==> src/rtl/clrm_pkg.sv <==
// Package for the chunk list range mapper.
// Holds the field widths, the queue sizing, the item structs and the command/result codes.
// No dependencies.
`timescale 1ns / 1ps

package clrm_pkg;

  // Field widths
  localparam int OFFSET_BITS = 48;
  localparam int BLOCK_BITS  = 24;
  localparam int COUNT_BITS  = 16;
  localparam int CLEN_BITS   = BLOCK_BITS + 1;

  // Result queue sizing
  localparam int FIFO_DEPTH = 4;
  localparam int PTR_W      = $clog2(FIFO_DEPTH);
  localparam int CNT_W      = $clog2(FIFO_DEPTH + 1);

  // Input command codes
  localparam logic CMD_START = 1'b0;
  localparam logic CMD_CHUNK = 1'b1;

  // Result kind codes
  localparam logic KIND_RANGE = 1'b0;
  localparam logic KIND_DONE  = 1'b1;

  // Status codes
  localparam logic STATUS_OK  = 1'b0;
  localparam logic STATUS_NEG = 1'b1;

  typedef struct packed {
    logic                          cmd;
    logic signed [OFFSET_BITS-1:0] req_offset;
    logic [OFFSET_BITS-1:0]        req_length;
    logic [COUNT_BITS-1:0]         num_chunks;
    logic [BLOCK_BITS-1:0]         chunk_block;
    logic [BLOCK_BITS-1:0]         chunk_start;
    logic [CLEN_BITS-1:0]          chunk_length;
  } in_item_t;

  typedef struct packed {
    logic                   result_kind;
    logic [BLOCK_BITS-1:0]  range_block;
    logic [BLOCK_BITS-1:0]  range_start;
    logic [CLEN_BITS-1:0]   range_length;
    logic [OFFSET_BITS-1:0] total_bytes;
    logic                   status;
    logic                   last;
  } out_item_t;

endpackage

==> src/rtl/chunk_list_range_mapper.sv <==
// Datapath: an input transaction is captured in the input register, computed from it and
// written into a four-entry result queue, from which its first result is taken; the input
// register holds while the queue lacks room for two results.
// Throughput: one input transaction per cycle while the queue has room, set by the single
// compute stage; the queue drains one result per cycle while out_stall is low.
// Reset: synchronous on rst_n low; clears request state, the input stage and the queue.
//
// Top level: maps a byte read request onto a streamed list of chunk descriptors.
// Depends on clrm_pkg.
`timescale 1ns / 1ps

module chunk_list_range_mapper (
  input  logic                clk,
  input  logic                rst_n,
  input  logic                in_valid,
  output logic                in_stall,
  input  clrm_pkg::in_item_t  in_data,
  output logic                out_valid,
  input  logic                out_stall,
  output clrm_pkg::out_item_t out_data
);

  // Input stage
  logic               s1_valid_r, s1_valid_nxt;
  clrm_pkg::in_item_t s1_data_r;

  // Request state
  logic [clrm_pkg::OFFSET_BITS-1:0] skip_r,   skip_nxt;
  logic [clrm_pkg::OFFSET_BITS-1:0] mapped_r, mapped_nxt;
  logic [clrm_pkg::OFFSET_BITS-1:0] room_r,   room_nxt;
  logic [clrm_pkg::COUNT_BITS-1:0]  left_r,   left_nxt;
  logic                             started_r, started_nxt;
  logic                             halted_r,  halted_nxt;

  // Result queue
  clrm_pkg::out_item_t              fifo_r [clrm_pkg::FIFO_DEPTH];
  logic [clrm_pkg::PTR_W-1:0]       head_r, head_nxt;
  logic [clrm_pkg::PTR_W-1:0]       tail_r, tail_nxt;
  logic [clrm_pkg::CNT_W-1:0]       count_r, count_nxt;

  logic                             pop;
  logic [clrm_pkg::CNT_W-1:0]       count_eff;
  logic                             room_ok;
  logic                             advance;
  logic                             load;

  // Compute signals
  logic                             neg;
  logic [clrm_pkg::COUNT_BITS-1:0]  left_dec;
  logic                             want;
  logic                             mapped_zero;
  logic                             skip_ge;
  logic                             do_skip;
  logic [clrm_pkg::CLEN_BITS-1:0]   diff;
  logic [clrm_pkg::CLEN_BITS-1:0]   len;
  logic [1:0]                       push_n;
  clrm_pkg::out_item_t              res0, res1, range_res, done_res;

  // Handshake and queue space
  assign pop       = (count_r != '0) && !out_stall;
  assign count_eff = count_r - clrm_pkg::CNT_W'(pop);
  assign room_ok   = count_eff <= clrm_pkg::CNT_W'(clrm_pkg::FIFO_DEPTH - 2);
  assign advance   = s1_valid_r && room_ok;
  assign in_stall  = s1_valid_r && !room_ok;
  assign load      = in_valid && !in_stall;
  assign s1_valid_nxt = load || (s1_valid_r && !advance);

  assign out_valid = (count_r != '0);
  assign out_data  = fifo_r[head_r];

  // Chunk arithmetic
  assign neg         = s1_data_r.req_offset[clrm_pkg::OFFSET_BITS-1];
  assign left_dec    = left_r - 1'b1;
  assign want        = (room_r != '0);
  assign mapped_zero = (mapped_r == '0);
  assign skip_ge     = skip_r >= clrm_pkg::OFFSET_BITS'(s1_data_r.chunk_length);
  assign do_skip     = mapped_zero && skip_ge;
  assign diff        = s1_data_r.chunk_length - skip_r[clrm_pkg::CLEN_BITS-1:0];
  assign len         = (room_r < clrm_pkg::OFFSET_BITS'(diff))
                     ? room_r[clrm_pkg::CLEN_BITS-1:0] : diff;

  // Build results and next state
  always_comb begin
    skip_nxt    = skip_r;
    mapped_nxt  = mapped_r;
    room_nxt    = room_r;
    left_nxt    = left_r;
    started_nxt = started_r;
    halted_nxt  = halted_r;
    push_n      = 2'd0;

    range_res              = '0;
    range_res.result_kind  = clrm_pkg::KIND_RANGE;
    range_res.range_block  = s1_data_r.chunk_block;
    range_res.range_start  = s1_data_r.chunk_start
                           + skip_r[clrm_pkg::BLOCK_BITS-1:0];
    range_res.range_length = len;
    range_res.status       = clrm_pkg::STATUS_OK;
    range_res.last         = (left_dec != '0);

    done_res             = '0;
    done_res.result_kind = clrm_pkg::KIND_DONE;
    done_res.status      = clrm_pkg::STATUS_OK;
    done_res.last        = 1'b1;

    res0 = done_res;
    res1 = done_res;

    if (advance) begin
      if (s1_data_r.cmd == clrm_pkg::CMD_START) begin
        // Open a new request, dropping any open one
        skip_nxt   = neg ? '0 : $unsigned(s1_data_r.req_offset);
        room_nxt   = s1_data_r.req_length;
        mapped_nxt = '0;
        left_nxt   = s1_data_r.num_chunks;
        if (neg) begin
          started_nxt = 1'b0;
          halted_nxt  = (s1_data_r.num_chunks != '0);
          res0.status = clrm_pkg::STATUS_NEG;
          push_n      = 2'd1;
        end else begin
          halted_nxt  = 1'b0;
          started_nxt = (s1_data_r.num_chunks != '0);
          if (s1_data_r.num_chunks == '0) begin
            push_n = 2'd1;
          end
        end
      end else if (halted_r) begin
        // Swallow chunks of a rejected request
        left_nxt = left_dec;
        if (left_dec == '0) begin
          halted_nxt = 1'b0;
        end
      end else if (started_r && (left_r != '0)) begin
        left_nxt = left_dec;
        if (want && do_skip) begin
          skip_nxt = skip_r - clrm_pkg::OFFSET_BITS'(s1_data_r.chunk_length);
        end else if (want) begin
          mapped_nxt = mapped_r + clrm_pkg::OFFSET_BITS'(len);
          room_nxt   = room_r - clrm_pkg::OFFSET_BITS'(len);
          skip_nxt   = '0;
          res0       = range_res;
          push_n     = 2'd1;
        end
        // Close the request on its final chunk
        if (left_dec == '0) begin
          started_nxt = 1'b0;
          if (want && !do_skip) begin
            res1.total_bytes = mapped_r + clrm_pkg::OFFSET_BITS'(len);
            push_n           = 2'd2;
          end else begin
            res0.total_bytes = mapped_r;
            push_n           = 2'd1;
          end
        end
      end
    end
  end

  // Queue pointers
  always_comb begin
    head_nxt  = head_r + clrm_pkg::PTR_W'(pop);
    tail_nxt  = tail_r + clrm_pkg::PTR_W'(push_n);
    count_nxt = count_eff + clrm_pkg::CNT_W'(push_n);
  end

  // Control registers
  always_ff @(posedge clk) begin
    if (!rst_n) begin
      s1_valid_r <= 1'b0;
      skip_r     <= '0;
      mapped_r   <= '0;
      room_r     <= '0;
      left_r     <= '0;
      started_r  <= 1'b0;
      halted_r   <= 1'b0;
      head_r     <= '0;
      tail_r     <= '0;
      count_r    <= '0;
    end else begin
      s1_valid_r <= s1_valid_nxt;
      skip_r     <= skip_nxt;
      mapped_r   <= mapped_nxt;
      room_r     <= room_nxt;
      left_r     <= left_nxt;
      started_r  <= started_nxt;
      halted_r   <= halted_nxt;
      head_r     <= head_nxt;
      tail_r     <= tail_nxt;
      count_r    <= count_nxt;
    end
  end

  // Payload registers: input stage and queue entries
  always_ff @(posedge clk) begin
    if (load) begin
      s1_data_r <= in_data;
    end
    if (push_n != 2'd0) begin
      fifo_r[tail_r] <= res0;
    end
    if (push_n == 2'd2) begin
      fifo_r[tail_r + 1'b1] <= res1;
    end
  end

  // Queue never overfills
  assert property (@(posedge clk) disable iff (!rst_n)
    count_r <= clrm_pkg::CNT_W'(clrm_pkg::FIFO_DEPTH))
    else $error("result queue count exceeds depth");

  // A request is never both open and rejected
  assert property (@(posedge clk) disable iff (!rst_n)
    !(started_r && halted_r))
    else $error("started and halted both set");

  // An open request always expects more chunks
  assert property (@(posedge clk) disable iff (!rst_n)
    (started_r || halted_r) |-> (left_r != '0))
    else $error("open request with no chunks left");

  // Queue pointers stay consistent with the count
  assert property (@(posedge clk) disable iff (!rst_n)
    (head_r + clrm_pkg::PTR_W'(count_r) == tail_r)
    || (count_r == clrm_pkg::CNT_W'(clrm_pkg::FIFO_DEPTH)))
    else $error("queue pointers disagree with count");

endmodule
==> config.mk <==
export PLATFORM = sky130hd
export DESIGN_NAME = chunk_list_range_mapper
export DESIGN_NICKNAME = d
export VERILOG_FILES = /design/src/rtl/clrm_pkg.sv /design/src/rtl/chunk_list_range_mapper.sv
export SDC_FILE = /design/constraint.sdc
export NUM_CORES = 2
export LEC_CHECK = 0
export ABC_AREA = 1
export BUFFER_PORTS_ARGS = -buffer_cell sky130_fd_sc_hd__buf_2
export CAP_MARGIN = 15
export CORE_MARGIN = 1.5
export CORE_UTILIZATION = 38
export CTS_BUF_LIST = sky130_fd_sc_hd__clkbuf_8
export DETAILED_ROUTE_END_ITERATION = 12
export MAX_ROUTING_LAYER = met4
export SKIP_CTS_REPAIR_TIMING = 1
export SLEW_MARGIN = 20
export SYNTH_ARGS = -nofsm -noshare
export SYNTH_HDL_FRONTEND = slang
export SYNTH_SLANG_ARGS = --single-unit
==> constraint.sdc <==
create_clock -name clk -period 11.7 [get_ports clk]
set_clock_uncertainty 0.05 [all_clocks]
set_input_delay 0.585 -clock clk [delete_from_list [all_inputs] [get_ports clk]]
set_output_delay 0.585 -clock clk [all_outputs]
set_load 0.005 [all_outputs]
# == Yosys cells after proc, flatten, opt, wreduce, memory -nomap -nowiden ==
# Memory sizes are Yosys's and may differ from the RTL's. A register that Yosys moved wholly into a read port is not among the register bits.
# Index checks and enable logic that the tools add are counted.
# word_totals
elab_cells,129
out_inout_bits,126
memories,1
register_bits,356
ramBits,496
# op_classes
muxes,61
n_reduce_logical,28
n_addsub,11
n_lt_le_gt_ge,3
eq_ne,8
# memory_table
memory,words,width,read_ports,rd_clocked_by_memory_dff,wr,line,source
fifo_r,4,124,1,1,2,chunk_list_range_mapper.sv:36,clrm_pkg::out_item_t fifo_r [clrm_pkg::FIFO_DEPTH];
# op_table
op,n
2-to-1 mux 48 bit,23
2-to-1 mux 124 bit,5
2-to-1 mux 122 bit,1
subtractor 48 x 25 -> 48 bit,2
adder 48 x 25 -> 48 bit,1
greater-or-equal comparator 48 x 25 -> 1 bit,1
zero test 48 bit,1
less-than comparator 48 x 25 -> 1 bit,1
2-to-1 mux 16 bit,3
nonzero test 16 bit,3
nonzero test 48 bit,1
2-to-1 mux 47 bit,1
zero test 16 bit,2
2-to-1 mux 25 bit,1
subtractor 25 bit,1
adder 24 bit,1
2-to-1 mux 1 bit,20
subtractor 16 x 1 -> 16 bit (second input constant),1
2-to-1 mux 2 bit,7
logical AND 1 bit,9
AND reduction 4 bit,2
!= test 2 x 1 -> 1 bit (second input constant),3
!= test 3 x 1 -> 1 bit (second input constant),2
zero test 1 bit,5
other kinds (13),14

# == Longest topological paths before layout ==
# depth
depth_word,13
depth_mapped,40

# == Worst setup path after synthesis ==
# No wires, ideal clock.
# synth_timing
path_kind,input to register
from,input out_stall
to,"register s1_data_r (netlist bit neg), enable pin"
arrival_time_ns,9.163
setup_time_ns,0.735
slack_ns,1.752
path_buffers,0
cell_stages,7
path_cell_list,a31oi_1 -> ha_1 -> ha_1 -> xor2_1 -> a21oi_1 -> nor2_1 -> nor2_1
# synth_via
elab_chain_len,8
# synth_rtl
element,line,source
start: declaration,chunk_list_range_mapper.sv:19,"input logic out_stall,"
zero test 1 bit,chunk_list_range_mapper.sv:60,assign pop = (count_r != '0) && !out_stall;
logical AND 1 bit,chunk_list_range_mapper.sv:60,
subtractor 3 x 1 -> 3 bit,chunk_list_range_mapper.sv:61,assign count_eff = count_r - clrm_pkg::CNT_W'(pop);
<= comparator 3 x 2 -> 1 bit,chunk_list_range_mapper.sv:62,assign room_ok = count_eff <= clrm_pkg::CNT_W'(clrm_pkg::FIFO_DEPTH - 2);
zero test 1 bit,chunk_list_range_mapper.sv:64,assign in_stall = s1_valid_r && !room_ok;
logical AND 1 bit,chunk_list_range_mapper.sv:64,
net in_stall,chunk_list_range_mapper.sv:16,"output logic in_stall,"
zero test 1 bit,chunk_list_range_mapper.sv:65,assign load = in_valid && !in_stall;
logical AND 1 bit,chunk_list_range_mapper.sv:65,
net load,chunk_list_range_mapper.sv:45,logic load;
end signal: assignment,chunk_list_range_mapper.sv:197,s1_data_r <= in_data;
end: declaration,chunk_list_range_mapper.sv:25,clrm_pkg::in_item_t s1_data_r;
# The timed path passes the listed nets, and every way through them passes these cells.
# A chain may end at the register's enable or synchronous reset.

==> flow_summary.json <==
{
  "wl_per_cell_um": 21.0,
  "io_buffers": 315,
  "setup_viol": 0,
  "fmax_ghz": 0.120,
  "min_path_cells": 4,
  "criticalPathCategory": "register to register",
  "dpl.hpwl_um": 111000,
  "synth-edff-count": 378,
  "tightest_slew_ns": 1.17,
  "detail_route.vias_per_cell": 5.51,
  "met3_usage_pct": 4.61,
  "crit_path_end_kind": "register",
  "rsz0062_at_grt": "false",
  "leakage_uw": 0.0233,
  "finalPower_uw": 14900,
  "yosys.area_share.xor_xnor_pct": 1.99,
  "drv_cap": 0,
  "cp_max_fo": 26,
  "clock_path_buffers": 3,
  "rows": 128,
  "cts_root_buf": "clkbuf_8",
  "synth-compound-area-share_pct": 14.1,
  "synthesis.area_sq_mm": 0.0467,
  "synth_top_area_share_pct": 24.3,
  "via_count": 45300,
  "cp.required_ns": 12.28,
  "hold_end": "left_r[2]",
  "io-pin-count": 316,
  "grt_max_degree": 150,
  "min_from": "rst_n",
  "drtPass1Iterations": 6,
  "grt_use_total_pct": 27.3,
  "outcome": "finished, final reports clean",
  "r2r-end": "fifo_r[1][30]",
  "final_max_slew_viol_count": 0,
  "cts.clk_slew.worst_paths_ns": 0.07,
  "place_inst": 7756,
  "clock_sinks": 852,
  "min_period_over_period_pct": 71.2,
  "grt_first_pass_wirelength_um": 257000,
  "synth_fa_ha_area_share_pct": 4.41,
  "cts_tree": "done",
  "synth.area.mux_share_pct": 0,
  "busiest_layer": "met2",
  "drt-initial-drc-count": 4172,
  "cts_buffers": 153,
  "nets": 6824,
  "finalHoldViolCount": 0,
  "h-tree-depth": 4,
  "rr_worst_depth": 29,
  "antenna_found_initial": 10,
  "hold_class": "input pin to register",
  "core_area_sq_mm": 0.122,
  "dieArea_sq_mm": 0.125,
  "dieHeight_um": 354,
  "initial_core_util_pct": 38.3,
  "cp_data_arrival_time_ns": 8.92,
  "drt-total-wl_um": 173000,
  "cp_num_buf_inv": 3,
  "grt_pass1_vias": 42600,
  "syn_to_final_growth_pct": 15.5,
  "overflow": 0,
  "setup_slack_ns": 3.37,
  "reg2reg_slack_ns": 3.37,
  "grt_use_met1_pct": 35.0,
  "relSlewSlack_pct": 21.8,
  "setup_tns_ns": 0,
  "synth_top_family_by_area": "simple AND/OR/NAND/NOR gates",
  "synth-main-ff-cell": "dfxtp_1",
  "utilization_pct": 44.2,
  "synth-seq-cells": 852,
  "synthSimpleGateAreaFrac_pct": 27.5,
  "start_kind": "register",
  "r2r-start": "s1_data_r[3]",
  "drive_gt1_share_pct": 10.0,
  "die_width_um": 354,
  "synthArstFlopShare_pct": 0,
  "grt_use_met2_pct": 43.5,
  "postRouteAntennaNets": 0,
  "period_minus_slack_ns": 8.33,
  "drc_errors": 0,
  "clk_latency_ns": 0.94,
  "yosysWarnings": 0,
  "netlist_instances": 6137,
  "cpLargestDelayFamily": "compound AO/OA/AOI/OAI gates",
  "synth_top_area_cell": "edfxtp_1",
  "ys_top_cells_by_area": "edfxtp_1, dfxtp_1, nand2_1",
  "synth_cell_types": 57,
  "syn_nets": 6488,
  "ys_seq_area_share_pct": 44.6,
  "gp_congestion": 0.985,
  "cpPeakStageDelay_ns": 0.85,
  "p_per_area_mw_per_mm2": 277,
  "peakVddDrop_uv": 418,
  "dp_slack_ns": 3.65,
  "path_common_cell": "nand2_1",
  "slowest_stage": "a21oi_2",
  "fin_cells": 8228,
  "avgSynthCellArea_sq_um": 7.61
}
==> worst register-to-register path, delay by kind of cell, from the launching register on <==
| kind | cells | cell delay (ns) |
|---|---|---|
| AOI/OAI and AO/OA | 11 | 3.61 |
| and+or+nand+nor | 9 | 1.94 |
| adders and majority gates | 4 | 1.34 |
| xor gates and xnor gates | 2 | 0.50 |
| DFF | 1 | 0.36 |
| buffers and inverters | 3 | 0.21 |
==> layer usage <==
layer	routed length, um	vias to the layer above	share of wire, %
met5	0	-	0
met2	81500	1828	47
met1	73300	21600	42
li1	-	21600	-
met3	12900	347	7.4
met4	5460	0	3.2
==> cells in the mapped netlist (all sizes together), types with 14 or more instances <==
master and n:
xor2 73, o21ai 643, ha 155, xnor2 33, a31oi 61, dfxtp 474, nor4 23, o21bai 23
or2 18, nor3 60, a21oi 310, nand4 42, edfxtp 378, clkbuf 209, inv 439, nand3 887
nand2 1260, o22ai 124, buf 159, a21o 14, nor2 670
==> logic make-up after synthesis <==
family | Yosys count
simple gates | 2983
compound gates | 1222
flops | 852
buf+inv | 813
fa+ha+maj | 161
xor+xnor | 106
==> cell usage in the layout, fill, tap and decap left out, drive strengths merged, types with 61 or more instances in the layout <==
cell type,netlist,final
nand2,1260,1260
nand3,887,887
nor2,670,670
o21ai,643,643
inv,439,512
dfxtp,474,474
edfxtp,378,378
buf,159,362
a21oi,310,310
dlygate4sd3,0,187
clkbuf,209,172
ha,155,155
o22ai,124,124
xor2,73,73
a31oi,61,61
==> stage by stage <==
| step | instance area [sq um] | hold slack, ns |
|---|---|---|
| after floorplan | 46700 | 0.374 |
| after global placement | 49000 | 0.386 |
| after detailed placement | 49000 | 0.390 |
| after global routing | 53900 | 0.118 |
| after CTS | 52000 | -0.332 |
| final | 53900 | 0.151 |
==> report_power, final <==
part           internal [uW]  leakage, uW  switching (uW)
Combinational           2410       0.0142            6130
Sequential              3360      0.00732             236
Clock                   1410      0.00177            1380
Total                   7190       0.0233            7750
==> flip-flops by register name, summed over array words and instances, names as in the netlist, 2 cells and up <==
| name | flops |
|---|---|
| fifo_r | 496 |
| s1_data_r | 161 |
| mapped_r | 48 |
| room_r | 48 |
| skip_r | 48 |
| range_res | 24 |
| left_r | 16 |
| count_r | 3 |
| head_r | 2 |
| tail_r | 2 |
==> how the worst max path moves through the flow <==
| stage | endpoint | cells after the start | startpoint | slack (ns) |
|---|---|---|---|---|
| floorplan | neg | 7 | out_stall | 1.75 |
| global placement | fifo_r[2][30] | 29 | s1_data_r[3] | 3.87 |
| detailed placement | fifo_r[1][30] | 29 | s1_data_r[3] | 3.65 |
| CTS | fifo_r[0][30] | 29 | s1_data_r[3] | 3.52 |
| global route | fifo_r[0][30] | 29 | s1_data_r[2] | 2.68 |
| finish | fifo_r[1][30] | 29 | s1_data_r[3] | 3.37 |
==> cell type report <==
cell class	count	area, sq um
clock buffer	172	2370
antenna	4	10.0
sequential	852	20800
multi-input combinational	4472	22500
fill	12400	67900
timing repair buffer	549	3800
inverter	445	1680
clock inverter	109	647
tap	1625	2030
Power figures use the tool's default switching activity.
